**src/hdl/ostm_pkg.sv**
```systemverilog
`default_nettype none
package ostm_pkg;
  typedef enum logic [1:0] {
    ST_OK   = 2'd0,
    ST_FEW  = 2'd1,
    ST_NONE = 2'd2,
    ST_OVF  = 2'd3
  } status_e;

  typedef enum logic [2:0] {
    S_LOAD,
    S_SQ,
    S_VAR,
    S_KEEP,
    S_DIV,
    S_OUT
  } state_e;

  typedef struct packed {
    logic clr;
    logic store;
    logic start_sq;
    logic step_sq;
    logic calc_var;
    logic start_keep;
    logic step_keep;
    logic start_div;
    logic step_div;
  } cmd_t;

  typedef struct packed {
    logic few;
    logic scan_done;
    logic div_done;
    logic none_kept;
  } sts_t;
endpackage
`default_nettype wire

```
**src/hdl/ostm_ctrl.sv**
```systemverilog
`default_nettype none
module ostm_ctrl
  import ostm_pkg::*;
(
  input  wire  logic clk_i,
  input  wire  logic rst_ni,
  input  wire  logic in_valid_i,
  input  wire  logic last_i,
  output logic       in_stall_o,
  output logic       out_valid_o,
  input  wire  logic out_stall_i,
  input  wire  sts_t sts_i,
  output cmd_t       cmd_o
);
  state_e state_q, state_d;
  logic acc;

  assign acc = in_valid_i && (state_q == S_LOAD);
  assign in_stall_o = (state_q != S_LOAD);
  assign out_valid_o = (state_q == S_OUT);

  always_ff @(posedge clk_i or negedge rst_ni) begin
    if (!rst_ni) begin
      state_q <= S_LOAD;
    end else begin
      state_q <= state_d;
    end
  end

  always_comb begin
    state_d = state_q;
    unique case (state_q)
      S_LOAD: begin
        if (acc && last_i) state_d = S_SQ;
      end
      S_SQ: begin
        if (sts_i.few) state_d = S_OUT;
        else if (sts_i.scan_done) state_d = S_VAR;
      end
      S_VAR: state_d = S_KEEP;
      S_KEEP: begin
        if (sts_i.scan_done) state_d = S_DIV;
      end
      S_DIV: begin
        if (sts_i.none_kept || sts_i.div_done) state_d = S_OUT;
      end
      S_OUT: begin
        if (!out_stall_i) state_d = S_LOAD;
      end
      default: state_d = S_LOAD;
    endcase
  end

  always_comb begin
    cmd_o = '0;
    unique case (state_q)
      S_LOAD: begin
        cmd_o.store = acc;
        cmd_o.start_sq = acc && last_i;
      end
      S_SQ: cmd_o.step_sq = 1'b1;
      S_VAR: begin
        cmd_o.calc_var = 1'b1;
        cmd_o.start_keep = 1'b1;
      end
      S_KEEP: begin
        cmd_o.step_keep = 1'b1;
        cmd_o.start_div = sts_i.scan_done;
      end
      S_DIV: cmd_o.step_div = 1'b1;
      S_OUT: cmd_o.clr = !out_stall_i;
      default: cmd_o = '0;
    endcase
  end
endmodule
`default_nettype wire

```
**config.mk**
```make
export PLATFORM = sky130hd
export DESIGN_NAME = ostm_ctrl
export DESIGN_NICKNAME = d
export VERILOG_FILES = /design/src/hdl/ostm_pkg.sv /design/src/hdl/ostm_ctrl.sv
export SDC_FILE = /design/constraint.sdc
export NUM_CORES = 1
export LEC_CHECK = 0
export ABC_CLOCK_PERIOD_IN_PS = 1700
export BUFFER_PORTS_ARGS = -buffer_cell sky130_fd_sc_hd__buf_2
export CAP_MARGIN = 30
export CORE_AREA = 5 5 42 44
export DETAILED_ROUTE_END_ITERATION = 12
export DIE_AREA = 0 0 47 49
export GPL_ROUTABILITY_DRIVEN = 0
export PLACE_DENSITY = 0.48
export SYNTH_ARGS = -nofsm -noshare
export SYNTH_HDL_FRONTEND = slang
export SYNTH_SLANG_ARGS = --single-unit
```
**constraint.sdc**
```tcl
create_clock -name clk_i -period 1.7 [get_ports clk_i]
set_input_delay 0.17 -clock clk_i [delete_from_list [all_inputs] [get_ports clk_i]]
set_output_delay 0.17 -clock clk_i [all_outputs]
set_load 0.05 [all_outputs]
```
After elaboration in Yosys (flattened, before gate mapping)

Index checks and enable logic that the tools add are counted.

Register bits after elaboration: 3
Latch bits: 0
RAM bits: 0
Memory bits (read-only): 0
Input port bits: 9
Output and inout port bits: 11
Logic and storage cells: 31
Memories kept: 0

Add/sub/neg operators: 0
Multiply operators: 0
Divide/modulo/power cells: 0
Order comparisons: 0
Equality and inequality tests: 10
Shifts and indexed selects: 0
Mux-type cells: 13
Bitwise operators: 0
Reductions and logical operators: 7

Operators with widths:

| operator                                               | count |
|---|---|
| 2-to-1 mux 3 bit                                       | 6 |
| case mux 3 bit (6 select lines)                        | 1 |
| == test 3 x 2 -> 1 bit (second input constant)         | 2 |
| == test 3 bit (second input constant)                  | 2 |
| 2-to-1 mux 2 bit                                       | 3 |
| inequality test 2 bit (second input constant)          | 3 |
| AND reduction 5 bit                                    | 1 |
| == test 3 x 1 -> 1 bit (second input constant)         | 1 |
| zero test 3 bit                                        | 1 |
| 2-to-1 mux 1 bit                                       | 3 |
| inequality test 3 bit (second input constant)          | 1 |
| nonzero test 3 bit                                     | 1 |
| logical AND 1 bit                                      | 2 |
| inequality test 2 x 1 -> 1 bit (second input constant) | 1 |
| zero test 1 bit                                        | 1 |
| logical OR 1 bit                                       | 1 |

Longest topological paths before layout

Gate-level depths: netlist of run 1.

Depth in word-level cells: 5
Gate-level depth with buffers: 5

Least setup slack after synthesis of run 1

Ideal clock, no wire load.

Path kind: reg2out
Start point: reg state_q[2]
End point: out cmd_o[4] (netlist name)
Arrival time: 2.033 ns
Data required time: 1.530 ns
Setup slack: -0.503 ns
Cell stages (with the launch flop): 4
Buffers on the path: 2
Cells stage by stage: dfrtp_1 buf_6 nor3_1 buf_4

RTL lines:

| element                  | RTL line        | text |
|---|---|---|
| start: declaration       | ostm_ctrl.sv:15 | `state_e state_q, state_d;` |
| start signal: assignment | ostm_ctrl.sv:26 | `state_q <= state_d;` |
| end: declaration         | ostm_ctrl.sv:13 | `output cmd_t cmd_o` |

==> impl_summary.log, run 1 <==
INFO  metric status = finished, final reports clean
INFO  metric worst-endpoint-required = 1.53 ns
INFO  metric rr_endpoint = state_q[2]
INFO  metric max_slew.worst_pin.slew = roughly 0.26 ns
INFO  metric power_density = 2160 nW/um^2
INFO  metric coreArea = between 1000 and 1500 um^2
INFO  metric grt_pass1_wl = 1380 um
INFO  metric multi_input_comb_area = 185 um^2
INFO  metric mappedNetlistArea = about 270 um^2
INFO  metric netlist.top_cell.by_area = sky130_fd_sc_hd__dfrtp_1
INFO  metric drt-wirelength-per-cell = 10.2 um
INFO  metric timing.reg2reg.setup_slack = 0.48 ns
INFO  metric clock_transition_at_the_registers_of_the_reported_paths = around 0.040 ns
INFO  metric maxCapViolCount = 0
INFO  metric grt_antenna_before_repair = 0
INFO  metric clock-root-buffer = sky130_fd_sc_hd__clkbuf_4
INFO  metric cts_buffer_depth = 2
INFO  metric depth_of_the_worst_register_to_register_path = 4
INFO  metric grt_usage = between 8 and 9%
INFO  metric synthesis.nets = 48
INFO  metric detailedRoute.firstIterationViolations = 0
INFO  metric numCtsBuffers = 3
INFO  metric synthTopCellsByArea = sky130_fd_sc_hd__dfrtp_1 28%, sky130_fd_sc_hd__nor3_1 11%, sky130_fd_sc_hd__nor2_1 11%
INFO  metric netlist.area_leader.share = 27.5%
INFO  metric vias_in_the_first_global_route = 332
INFO  metric synthesis.instances = 39
INFO  metric timing_max_transition_violations_final = 0
INFO  metric final.hold.worst_slack = 0.266 ns
INFO  metric post_route_wl = approximately 770 um
INFO  metric die_y = 49 um
INFO  metric drive_above_1_share = 58.3%
INFO  metric synth_sequential_area_ratio = 27.5%
INFO  metric syn2layout_area_growth = 58.7%
INFO  metric cp_launch_type = flip-flop
INFO  metric placed_cell_area = 394 um^2
INFO  metric cp_max_fo = 8
INFO  metric syn_area_per_cell = 6.99 um^2
INFO  metric critical_path_arrival = 1.45 ns
INFO  metric insertedDiodeCount = 0
INFO  metric dr_total_vias = between 300 and 400
INFO  metric final-seq-area = 77.6 um^2
INFO  metric worstSetupEndpointType = output pin
INFO  metric num_io_pins = 20
INFO  metric fmaxAchievable = 616 MHz
INFO  metric grt_setup_unrepaired = false
INFO  metric finalCritPeriodShare = 95.4%
INFO  metric cts.sink_count = 3
INFO  metric initial_utilization = 19.5%
INFO  metric largest_register_ffs = 3
INFO  metric synth.yosys.warnings = 0
INFO  metric hold_class = input pin to async pin
INFO  metric globalRouteOverflowTotal = 0
INFO  metric cp_slowest_cell = sky130_fd_sc_hd__dfrtp_2
INFO  metric finish.net_count = 70
INFO  metric cts-htree-levels = 1
INFO  metric post-place-cells = 71
INFO  metric cpPeakStageDelay = ~0.44 ns
INFO  metric post-route-cell-area = 433 um^2
INFO  metric cellLeakagePower = 0.222 nW
INFO  metric source_of_the_worst_register_to_register_timing_path = state_q[1]
INFO  metric source_to_sink_clock_delay_at_the_later_pin_of_the_worst_skew_pair = roughly 0.23 ns
INFO  metric std_cell_rows = 14
INFO  metric detail_route.drc_violations = 0
INFO  metric finalCriticalPeriod = approximately 1.6 ns
INFO  metric top_register = state_q
INFO  metric die_x = 47 um
INFO  metric critical_path_class = flip-flop to output pin
INFO  metric netlist_cell_types = 19
INFO  metric final_hold_viol_count = 0
INFO  metric reg_top3 = state_q x3
INFO  metric setup_violations = 0
INFO  metric number_of_port_buffers = 19
INFO  metric ys_seq_elements = 3
INFO  metric cts_tree = done
INFO  metric dp_hpwl = 634 um
INFO  metric post-route-util = 30.9%
INFO  metric worst_ir_drop_vdd = between 0.0006 and 0.0007 V
INFO  metric fp.dieArea = 2300 um^2
INFO  metric fin_worst_skew = 0.000664 ns
INFO  metric finalNonFillerCells = 76
INFO  metric layout.filler_cells = between 150 and 200
INFO  metric cts.repair_timing.setup_buffer_count = 0
INFO  metric slew_limit_headroom = 83.1%
INFO  metric number_of_vias_per_cell_after_detailed_routing = about 4.3
INFO  metric maximum_number_of_pins_on_one_net_before_global_route_repair = 11
INFO  metric drt-pass1-iter-count = 1
INFO  metric drtAntennaViolNets = 0
INFO  metric ordered_cell_list_for_the_critical_path = or3_4 -> nor2_2 -> buf_2
[cells in the final DEF, fill, tap and decap left out]
| cell type | count |
|---|---|
| sky130_fd_sc_hd__and3_2 | 1 |
| sky130_fd_sc_hd__a21oi_1 | 3 |
| sky130_fd_sc_hd__clkbuf_1 | 1 |
| sky130_fd_sc_hd__nor3_4 | 1 |
| sky130_fd_sc_hd__nand2b_1 | 1 |
| sky130_fd_sc_hd__o22ai_1 | 1 |
| sky130_fd_sc_hd__buf_4 | 1 |
| sky130_fd_sc_hd__buf_2 | 19 |
| sky130_fd_sc_hd__nor3_1 | 3 |
| sky130_fd_sc_hd__and2_2 | 1 |
| sky130_fd_sc_hd__a32oi_1 | 1 |
| sky130_fd_sc_hd__dfrtp_1 | 1 |
| sky130_fd_sc_hd__or3_4 | 1 |
| sky130_fd_sc_hd__nor3_2 | 3 |
| sky130_fd_sc_hd__nand2_1 | 3 |
| sky130_fd_sc_hd__nor2_1 | 6 |
| sky130_fd_sc_hd__or2_1 | 1 |
| sky130_fd_sc_hd__nor2_2 | 2 |
| sky130_fd_sc_hd__clkbuf_4 | 3 |
| sky130_fd_sc_hd__dfrtp_2 | 2 |
| sky130_fd_sc_hd__inv_1 | 3 |
| sky130_fd_sc_hd__dlygate4sd3_1 | 1 |
| sky130_fd_sc_hd__a21oi_2 | 1 |
[critical path: cells and delay by family, from the launching register on]
kind	cells	cell delay, ns
buffers and inverters	1	0.26
DFF	1	0.44
and+or+nand+nor	2	0.52
[per-stage QoR]
stage | power [W] | TNS (ns) | worst slack (ns)
2_1_floorplan | 0.000712 | -0.0443 | -0.0443
3_3_place_gp | 0.000822 | 0 | 0.283
3_5_place_dp | 0.000817 | 0 | 0.287
4_1_cts | 0.000946 | 0 | 0.0399
5_1_grt | 0.00101 | 0 | 0.0187
6_report | 0.000935 | 0 | 0.0775
[report_power, final]
part,internal (W),switching (W)
registers,0.000108,0.0000609
clock network,0.0000878,0.0000340
logic,0.000183,0.000462
[cells in the mapped netlist]
cell and instances:
sky130_fd_sc_hd__a21oi_1 3, sky130_fd_sc_hd__a21oi_2 1, sky130_fd_sc_hd__a32oi_1 1, sky130_fd_sc_hd__and2_1 1, sky130_fd_sc_hd__and3_2 1, sky130_fd_sc_hd__buf_2 1
sky130_fd_sc_hd__buf_4 1, sky130_fd_sc_hd__buf_6 1, sky130_fd_sc_hd__clkbuf_2 1, sky130_fd_sc_hd__dfrtp_1 3, sky130_fd_sc_hd__inv_1 3, sky130_fd_sc_hd__nand2_1 3
sky130_fd_sc_hd__nand2b_1 1, sky130_fd_sc_hd__nor2_1 8, sky130_fd_sc_hd__nor3_1 6, sky130_fd_sc_hd__nor3_2 1, sky130_fd_sc_hd__o22ai_1 1, sky130_fd_sc_hd__or2_1 1
sky130_fd_sc_hd__or3_4 1
[final cells by class]
type                    instances  share of cell area (%)
clock buffers                   4                    6.07
inverters                       3                    2.60
multi-input cells              29                    42.8
flip-flops and latches          3                    17.9
well taps                      16                    4.62
repair buffers                 21                    26.0
[per-layer routing]
metal / vias up / wire length (um) / track usage [%]
li1: 172 / - / -
met1: 142 / 305 / 10.4
met2: 11 / 388 / 11.3
met3: 0 / 80 / 1.11
met4: 0 / 0 / 6.91
met5: - / 0 / 0
[logic make-up (layout without fill, tap and decap cells)]
group | Yosys count | after routing | synth area share, %
simple gates | 23 | 23 | 43.6
flops | 3 | 3 | 27.5
buf+inv | 7 | 28 | 14.7
compound gates | 6 | 6 | 14.2
[worst max path at each step]
stage	start	endpoint	slack (ns)	cells past startpoint
final	state_q[0]	cmd_o[6]	0.08	3
after floorplan	state_q[2]	cmd_o[4]	-0.04	3
after CTS	state_q[1]	cmd_o[6]	0.04	3
after detailed placement	state_q[1]	cmd_o[6]	0.29	3
after global routing	state_q[0]	cmd_o[6]	0.02	3
after global placement	state_q[0]	cmd_o[6]	0.28	3
[repair_timing]
action | CTS | global route
endpoints found under the hold margin | 3 | 0
hold buffers | 1 | 0
setup endpoints to repair | 0 | 5
resized for setup | 0 | 2
(Power assumes the default switching activity.)
==> inputs of run 2 (changes only) <==
Settings changed: ABC_CLOCK_PERIOD_IN_PS 1700 to 1500.
Clock period 1.7 ns to 1.5 ns, I/O delays scaled along.
==> run 2 against run 1 <==
Hold slack got worse by 0.026 ns. Power rose by 27%. Worst setup slack got worse by 0.054 ns. Clock skew barely moved. Sequential power fell by 6%. Count of clock-buffer cells in the layout did not move. Clock power rose by 16%. Final cell count rose by 5.3%. Cell area rose by 15%. Wire length rose by 12%.
==> impl_summary.log, run 2 (same netlist as run 1, synthesis figures left out) <==
INFO  metric status = finished, final reports clean
INFO  metric finalCriticalPeriod = 1.48 ns
INFO  metric power_frac_comb = 74.6%
INFO  metric internal = 0.000509 W
INFO  metric dr_total_vias = between 300 and 400
INFO  metric reg_power_share = 13.4%
INFO  metric maximum_number_of_pins_on_one_net_before_global_route_repair = 7
INFO  metric clockPowerShare = 12.0%
INFO  metric worstSetupEndpointType = output pin
INFO  metric grt_antenna_before_repair = 0
INFO  metric dp_hpwl = 710 um
INFO  metric drt-wirelength-per-cell = 10.8 um
INFO  metric cts-htree-levels = 1
INFO  metric timing.critical_path.to = cmd_o[6]
INFO  metric std_cell_rows = 14
INFO  metric drt-pass1-iter-count = 1
INFO  metric numCtsBuffers = 3
INFO  metric cellLeakagePower = ~0.25 nW
INFO  metric timing_max_transition_violations_final = 0
INFO  metric grt_pass1_wl = 1390 um
INFO  metric finalNonFillerCells = 80
INFO  metric grt_usage = under 10%
INFO  metric finalCritPeriodShare = a little over nine tenths
INFO  metric power_density = 2370 nW/um^2
INFO  metric cp_launch_type = flip-flop
INFO  metric depth_of_the_worst_register_to_register_path = 3
INFO  metric slew_limit_headroom = 83.1%
INFO  metric critical_path_class = flip-flop to output pin
INFO  metric worst_setup_path_startpoint = state_q[0]
INFO  metric die_y = 49 um
INFO  metric maxCapViolCount = 0
INFO  metric layout.filler_cells = about 160
INFO  metric critical_path_arrival = 1.33 ns
INFO  metric max_slew.worst_pin.slew = roughly 0.25 ns
INFO  metric initial_utilization = approximately a fifth
INFO  metric top_register = state_q
INFO  metric worst_ir_drop_vdd = 0.00105 V
INFO  metric clock-root-buffer = sky130_fd_sc_hd__clkbuf_4
INFO  metric coreArea = 1400 um^2
INFO  metric final-seq-area = 76.3 um^2
INFO  metric layout.cells.most_common_list = 16 x sky130_fd_sc_hd__buf_2, 6 x sky130_fd_sc_hd__nor2_1, 5 x sky130_fd_sc_hd__buf_4
INFO  metric source_of_the_worst_register_to_register_timing_path = state_q[0]
INFO  metric p_sw_share = 57.1%
INFO  metric detail_route.drc_violations = 0
INFO  metric largest_register_ffs = 3
INFO  metric num_io_pins = 20
INFO  metric ordered_cell_list_for_the_critical_path = or3_4 -> nor2_4 -> buf_8
INFO  metric source_to_sink_clock_delay_at_the_later_pin_of_the_worst_skew_pair = 0.23 ns
INFO  metric net-switching-power = roughly 0.00068 W
INFO  metric cts.sink_count = 3
INFO  metric fin_worst_skew = 0.000603 ns
INFO  metric detailedRoute.firstIterationViolations = 0
INFO  metric vias_in_the_first_global_route = 319
INFO  metric timing.reg2reg.setup_slack = 0.32 ns
INFO  metric fmaxAchievable = between 600 and 700 MHz
INFO  metric syn2layout_area_growth = 83.0%
INFO  metric post_route_wl = 864 um
INFO  metric reg_top3 = state_q x3
INFO  metric insertedDiodeCount = 0
INFO  metric final_hold_viol_count = 0
INFO  metric clock_transition_at_the_registers_of_the_reported_paths = 0.04 ns
INFO  metric setup_violations = 0
INFO  metric cp_max_fo = 4
INFO  metric finish.net_count = 74
INFO  metric grt_setup_unrepaired = true
INFO  metric number_of_vias_per_cell_after_detailed_routing = about 4.4
INFO  metric die_x = between 40 and 50 um
INFO  metric cts_buffer_depth = 2
INFO  metric drtAntennaViolNets = 0
INFO  metric rr_endpoint = state_q[0]
INFO  metric cpPeakStageDelay = 0.44 ns
INFO  metric hold_class = input pin to async pin
INFO  metric globalRouteOverflowTotal = 0
INFO  metric drive_above_1_share = roughly three fifths
INFO  metric number_of_port_buffers = 19
INFO  metric layout_commonest_cell = sky130_fd_sc_hd__buf_2
INFO  metric worst-endpoint-required = between 1 and 1.5 ns
INFO  metric post-place-cells = 74
INFO  metric multi_input_comb_area = just under 200 um^2
INFO  metric fp.dieArea = 2300 um^2
INFO  metric cp_slowest_cell = sky130_fd_sc_hd__or3_4
INFO  metric fin_setup_tns = 0 ns
INFO  metric cts_tree = done
[run 2: cell types whose count changed in the layout (fill, tap and decap cells not counted)]
cell	previous run	this run
sky130_fd_sc_hd__buf_6	0	1
sky130_fd_sc_hd__and2_4	0	1
sky130_fd_sc_hd__dfrtp_2	2	1
sky130_fd_sc_hd__nor2_4	0	2
sky130_fd_sc_hd__buf_2	19	16
sky130_fd_sc_hd__inv_2	0	1
sky130_fd_sc_hd__buf_8	0	2
sky130_fd_sc_hd__inv_1	3	2
sky130_fd_sc_hd__and2_2	1	0
sky130_fd_sc_hd__dfrtp_1	1	2
sky130_fd_sc_hd__buf_4	1	5
sky130_fd_sc_hd__nor2_2	2	0
[run 2: how the worst min path moves through the flow]
stage            from          to  depth (start not counted)
5_1_grt        rst_ni  state_q[1]                          2
4_1_cts        rst_ni  state_q[1]                          2
3_3_place_gp   rst_ni  state_q[1]                          1
3_5_place_dp   rst_ni  state_q[1]                          1
2_1_floorplan  rst_ni  state_q[0]                          0
6_report       rst_ni  state_q[2]                          2
[run 2: cell type report]
| class | count | area share [%] |
|---|---|---|
| clock buffer | 4 | 5.26 |
| inverter | 3 | 2.26 |
| multi-input combinational | 29 | 39.3 |
| timing repair buffer | 25 | 33.8 |
| sequential | 3 | 15.3 |
| tap | 16 | 4.01 |
[run 2: power by group through the flow]
stage	Combinational [W]	Clock (W)	Sequential, W
after global placement	0.000846	0	0.000158
after detailed placement	0.000844	0	0.000159
after CTS	0.000867	0.000148	0.000158
final	0.000885	0.000142	0.000159
after floorplan	0.000698	0	0.000138
after global routing	0.000947	0.000158	0.000167
[run 2: through the flow]
step / total power, W / hold WS [ns] / setup WS (ns) / cell area (um^2) / util, %
2_1_floorplan: 0.000835 / -0.146 / -0.224 / 317 / -
3_3_place_gp: 0.00100 / -0.0510 / 0.184 / 428 / 30.5
3_5_place_dp: 0.00100 / -0.0511 / 0.182 / 428 / 30.5
4_1_cts: 0.00117 / 0.244 / 0.0129 / 479 / 34.2
5_1_grt: 0.00127 / 0.245 / -0.0255 / 499 / 35.6
6_report: 0.00119 / 0.241 / 0.0233 / 499 / 35.6
[run 2: metal layers]
| metal | track usage [%] | vias up | share of wire [%] |
|---|---|---|---|
| met5 | 0 | - | 0 |
| met4 | 4.15 | 0 | 1.4 |
| met3 | 5.54 | 2 | 11 |
| met2 | 11.8 | 17 | 49 |
| met1 | 9.47 | 154 | 39 |
| li1 | - | 181 | - |
[run 2: critical path: cells and delay by family (launching register included)]
kind	cells	cell delay, ns
simple gates	2	0.55
buf+inv	1	0.15
flops	1	0.40
[run 2: what timing repair did]
item                                   in CTS  in global routing
hold buffers                                1                  0
setup buffers                               0                  1
resized for setup                           5                  4
pin swaps                                   0                  3
endpoints found under the hold margin       3                  0
setup endpoints to repair                   3                  3
